**config.mk**
```make
export PLATFORM = sky130hd
export DESIGN_NAME = ara_queue
export DESIGN_NICKNAME = d
export VERILOG_FILES = /design/src/sv/address_range_remap_table_macros.svh /design/src/sv/ara_pkg.sv /design/src/sv/ara_queue.sv
export SDC_FILE = /design/constraint.sdc
export NUM_CORES = 1
export LEC_CHECK = 0
export ABC_CLOCK_PERIOD_IN_PS = 8950
export BUFFER_PORTS_ARGS = -buffer_cell sky130_fd_sc_hd__clkbuf_2
export CAP_MARGIN = 30
export CORE_MARGIN = 2
export CORE_UTILIZATION = 47
export DETAILED_ROUTE_END_ITERATION = 16
export GPL_TIMING_DRIVEN = 0
export PLACE_DENSITY_LB_ADDON = 0.12
export SETUP_SLACK_MARGIN = 0.05
export SLEW_MARGIN = 20
export SYNTH_ARGS = -nofsm -noshare
export SYNTH_HDL_FRONTEND = slang
export SYNTH_SLANG_ARGS = --single-unit
```
**constraint.sdc**
```tcl
create_clock -name clk -period 8.95 [get_ports clk]
set_input_delay 0.4475 -clock clk [delete_from_list [all_inputs] [get_ports clk]]
set_output_delay 0.4475 -clock clk [all_outputs]
set_load 0.05 [all_outputs]
```
**src/sv/address_range_remap_table_macros.svh**
```systemverilog
// Assertion macros for the address range remap table.
`ifndef ADDRESS_RANGE_REMAP_TABLE_MACROS_SVH
`define ADDRESS_RANGE_REMAP_TABLE_MACROS_SVH
`ifndef SYNTHESIS
// Implication checked on every clock edge outside reset.
`define ARA_ASSERT_IMP(label, clk, rst, ante, cons) \
  label: assert property (@(posedge clk) disable iff (rst) (ante) |-> (cons)) \
    else $error("address range remap table: implication check failed");
// Condition that must hold in the cycle after a reset edge.
`define ARA_ASSERT_AFTER_RST(label, clk, rst, cons) \
  label: assert property (@(posedge clk) (rst) |=> (cons)) \
    else $error("address range remap table: post-reset check failed");
`else
`define ARA_ASSERT_IMP(label, clk, rst, ante, cons)
`define ARA_ASSERT_AFTER_RST(label, clk, rst, cons)
`endif
`endif

```
**src/sv/ara_pkg.sv**
```systemverilog
// Shared constants, types and codes of the address range remap table.
package ara_pkg;

  localparam int TABLE_ENTRIES = 64;
  localparam int ADDR_BITS     = 64;
  localparam int FIELD_W       = 64;
  localparam int LEN_W         = 64;
  localparam int IDX_W         = $clog2(TABLE_ENTRIES);
  localparam int QUEUE_DEPTH   = 2;
  localparam int QPTR_W        = (QUEUE_DEPTH > 1) ? $clog2(QUEUE_DEPTH) : 1;
  localparam int QCNT_W        = $clog2(QUEUE_DEPTH + 1);

  typedef enum logic [1:0] {
    OP_ADD    = 2'd0,
    OP_REMOVE = 2'd1,
    OP_LOOKUP = 2'd2,
    OP_EXISTS = 2'd3
  } req_op_t;

  typedef enum logic [1:0] {
    ST_OK        = 2'd0,
    ST_NOT_FOUND = 2'd1,
    ST_FULL      = 2'd2,
    ST_DISABLED  = 2'd3
  } status_t;

  typedef enum logic [1:0] {
    BK_IDLE,
    BK_SCAN,
    BK_DRAIN,
    BK_COMMIT
  } back_state_t;

  typedef struct packed {
    req_op_t               op;
    logic                  disabled;
    logic [ADDR_BITS-1:0]  addr;
    logic [ADDR_BITS-1:0]  actual;
    logic [LEN_W-1:0]      length;
  } req_item_t;

  typedef struct packed {
    logic [ADDR_BITS-1:0]  base;
    logic [ADDR_BITS-1:0]  actual;
    logic [LEN_W-1:0]      length;
  } entry_t;

  typedef struct packed {
    logic full;
    logic empty;
  } queue_stat_t;

endpackage

```
**src/sv/ara_queue.sv**
```systemverilog
// Short request queue between the front end and the table scanner.
module ara_queue
  import ara_pkg::*;
(
  input  logic        clk,
  input  logic        rst,
  input  logic        push,
  input  req_item_t   push_item,
  input  logic        pop,
  output req_item_t   head,
  output queue_stat_t q_stat
);

  req_item_t         slots [QUEUE_DEPTH];
  logic [QPTR_W-1:0] wr_ptr;
  logic [QPTR_W-1:0] rd_ptr;
  logic [QCNT_W-1:0] count;

  function automatic logic [QPTR_W-1:0] ptr_inc(input logic [QPTR_W-1:0] p);
    if (p == QPTR_W'(QUEUE_DEPTH - 1)) begin
      return '0;
    end
    return p + 1'b1;
  endfunction

  always_ff @(posedge clk) begin
    if (rst) begin
      wr_ptr <= '0;
      rd_ptr <= '0;
      count  <= '0;
    end else begin
      if (push) begin
        wr_ptr <= ptr_inc(wr_ptr);
      end
      if (pop) begin
        rd_ptr <= ptr_inc(rd_ptr);
      end
      if (push && !pop) begin
        count <= count + 1'b1;
      end else if (pop && !push) begin
        count <= count - 1'b1;
      end
    end
  end

  always_ff @(posedge clk) begin
    if (push) begin
      slots[wr_ptr] <= push_item;
    end
  end

  assign head         = slots[rd_ptr];
  assign q_stat.full  = (count == QCNT_W'(QUEUE_DEPTH));
  assign q_stat.empty = (count == '0);

endmodule

```
==> results.md <==
Route:
- After detailed routing, the number of vias per cell comes to 4.843.
- The DRC violations left is 0.
- Dividing the detail-routed wire length by the instance count gives 19.21 µm.
- The number of vias in the routed layout is 7361.
- The first detailed-routing pass ran for 4 iterations.
- The count of nets left with antenna violations after detail routing is 0.
- The number of DRC violations after detailed-routing iteration 0 is 321.
- The total routed wirelength is 29200 µm.

Placed design:
- The count of input and output buffers is 395.
- Timing analysis after detailed placement gives a worst setup slack of 6565 ps.
- The routability congestion estimate from global placement is 0.7460.
- The cell area reported after detailed placement is 17700 µm².
- Summed over all nets, the half-perimeter wirelength after detailed placement is 20780 µm.
- After detailed placement, the design holds a cell count of 1439.

Setup path:
- The largest driver fanout on the critical path is 10.
- The critical path data arrival time is 1990 ps.
- Following the worst setup path forward leads to its endpoint at head[107].
- The nature of the critical path endpoint is a primary output.
- The endpoint required time on the critical path is 8500 ps.
- In this run the register-to-register setup slack is 6800 ps.
- The number of cells on the worst reg-to-reg path is 4.
- The endpoint identified for the worst register-to-register timing path is slots[1][34]$_DFFE_PP_.
- The type of the worst setup path is register to primary output.
- The worst setup path is launched from a register.
- The worst flop-to-flop path startpoint is wr_ptr$_SDFFE_PP0P_.

Logic synthesis:
- Counting every instance in the synthesized netlist gives 629.
- The netlist area before placement is 14900 µm².
- The sequential element share of the synthesized area is 79.28%.
- In the post-synthesis netlist, the biggest area contributors are edfxtp_1 (79%), mux2_4 (15%), mux2_2 (3.4%), buf_6 (1.4%), dfxtp_1 (0.67%).
- The synthesized design contains 395 register bits.
- During synthesis, Yosys emitted a total of 0 warnings.
- The number of different library cells in the post-synthesis netlist is 16.
- The fraction of post-synthesis cell area in the top cell type by area is 78.61%.
- The synthesized area per cell is 23.69 µm².
- The post-synthesis net count is 829.
- The largest area contributor in the netlist is edfxtp_1.

Cells and area:
- The final cell area excluding filler cells is 18990 µm².
- The final core area utilization is 60.49%.
- In the final design database the tool counted 1281 nets.
- The number of non-filler instances in the completed layout is 1520.
- The share of layout cells above drive strength 1 is 60.77%.
- The layout overhead on the synthesized area is 27.45%.

STA:
- The final count of hold timing violations is 0.
- The time the worst path needs with I/O delays and setup is 2438 ps.
- Timing would allow up to 410.1 MHz.
- The slack of the critical path is 6512 ps.
- The count of final max-slew check failures is 0.
- Setup repair after global routing left no endpoint under its margin.
- The actual transition at the worst max-transition pin is 696.6 ps.
- The final setup violation count is 0.
- The share of the cycle needed by the critical path after routing is 27.24%.
- The relative max-transition margin is 53.46%.
- The worst-case clock skew is 10.60 ps.

Clocking:
- The longest clock path from root to sink contains 3 buffers.
- Clock-pin slew was measured on the worst setup and hold paths at 60 ps.
- In this run the clock root is driven by a clkbuf_16.
- The clock tree from TritonCTS is built.
- In this run the number of H-tree levels came out at 2.
- The post-CTS setup repair buffer count is 0.
- The number of gates resized after CTS is 0.
- Counting the buffers created by CTS gives 42.
- For this design, the sink count on the clock tree is 395.
- The insertion delay of the later-clocked pin in the worst-skew pair is 530 ps.
- The hold-fix buffer count after cts is 0.

Power and ir drop:
- The leakage dissipation is 7.580 nW.
- The design draws 0.004610 W.
- The power density of the placed cells is 242.8 nW/µm².
- Across the VDD grid, the largest voltage drop is 160.1 µV.

Global routing:
- The number of antenna violations at the first check in global routing is 5.
- The largest net degree at the start of global routing is 50.
- The number of global-route vias before repair is 7635.
- The total overflow left after global routing is 0.
- The global-route wire length before repair is 43320 µm.
- The total routing usage reported by global routing is 17.26%.

Die:
- The die covers 33140 µm².
- The number of rows in the core area is 65.
- Pin placement for this block handled 396 I/O pins.
- The floorplan step set the die height to 182.0 µm.
- The effective utilization at floorplan is 47.46%.
- The die boundary width is 182.0 µm.
- The region available for standard cell placement spans 31390 µm².

Hold path:
- The path category of the worst min-delay check is input pin to register.

Run status:
- The flow ran to the end, and the final reports show no timing, DRC or antenna violations.

Run:
- The number of max-cap violations is 0.
==> worst max-delay path, stage by stage (launching register included) <==
cell and delay [ps]:
dfxtp_1 320, buf_6 130, buf_6 200, buf_6 230, mux2_4 310, clkbuf_2 270
==> Yosys cell counts, drive strengths merged <==
cell type  instances
a21oi              1
and2               1
buf               22
dfxtp              5
edfxtp           390
ha                 1
inv                1
mux2             195
nor2               5
nor2b              2
o21ai              1
or3                1
xnor2              2
xor2               2
==> stage by stage <==
step                      TNS [ps]  hold slack [ps]
after floorplan                  0            460.8
after global placement      -44510            499.0
after detailed placement         0            504.2
after CTS                        0            88.37
after global routing             0            89.23
final                            0            106.7
==> state kept, by name (all words and copies together) (netlist names), named ones only <==
register and cells:
slots 390, count 2, rd_ptr 1, wr_ptr 1
==> layer usage <==
metal | track usage [%] | up-vias | routed length [µm]
li1 | - | 3439 | -
met2 | 29.54 | 283 | 14790
met5 | 0 | - | 12
met3 | 5.876 | 60 | 2507
met4 | 6.323 | 2 | 897
met1 | 20.26 | 3577 | 10990
==> how the worst min path moves through the flow <==
stage	from	to	slack, ps	cells after the start
after floorplan	count[1]$_SDFFE_PP0P_	count[1]$_SDFFE_PP0P_	460	2
after global placement	rd_ptr$_SDFFE_PP0P_	rd_ptr$_SDFFE_PP0P_	500	2
after detailed placement	count[1]$_SDFFE_PP0P_	count[1]$_SDFFE_PP0P_	500	2
after CTS	push_item[119]	slots[1][119]$_DFFE_PP_	90	1
after global routing	push_item[118]	slots[0][118]$_DFFE_PP_	90	1
final	push_item[119]	slots[1][119]$_DFFE_PP_	110	1
==> power by group <==
group          switching (W)  internal, W  total [W]  leakage (nW)
registers          0.0000253      0.00216    0.00219          3.70
clock network       0.000647     0.000940    0.00159         0.622
logic               0.000564     0.000274   0.000837          3.26
total                0.00124      0.00337    0.00461          7.58
==> cell type report <==
type,instances,area (µm²)
timing repair buffer,408,2290
clock buffer,57,1171
sequential,395,11810
clock inverter,20,106.4
tap,402,503.0
fill,2370,12400
multi-input combinational,211,2870
buffer,22,222.7
inverter,1,3.754
antenna,4,10.01
==> logic make-up (layout without fill, tap and decap cells) <==
group / count (synthesis) / after routing / synth area share [%]
buffers and inverters: 23 / 508 / 1.520
flip-flops: 395 / 395 / 79.28
XOR/XNOR: 4 / 4 / 0.2352
AO/OA/AOI/OAI: 2 / 2 / 0.06712
other: 0 / 4 / 0
AND/OR/NAND/NOR: 9 / 9 / 0.2940
adder cells (fa/ha/maj): 1 / 1 / 0.08397
multiplexers: 195 / 195 / 18.52
==> placed cells by master, fill, tap and decap left out, types with 6 or more instances in the layout <==
cell type / count
buf_12: 6
clkinv_1: 15
buf_16: 7
clkbuf_2: 395
edfxtp_1: 390
clkbuf_1: 12
mux2_2: 45
buf_6: 18
clkbuf_16: 45
mux2_4: 150
No activity file was read; power rests on OpenSTA's default activity.
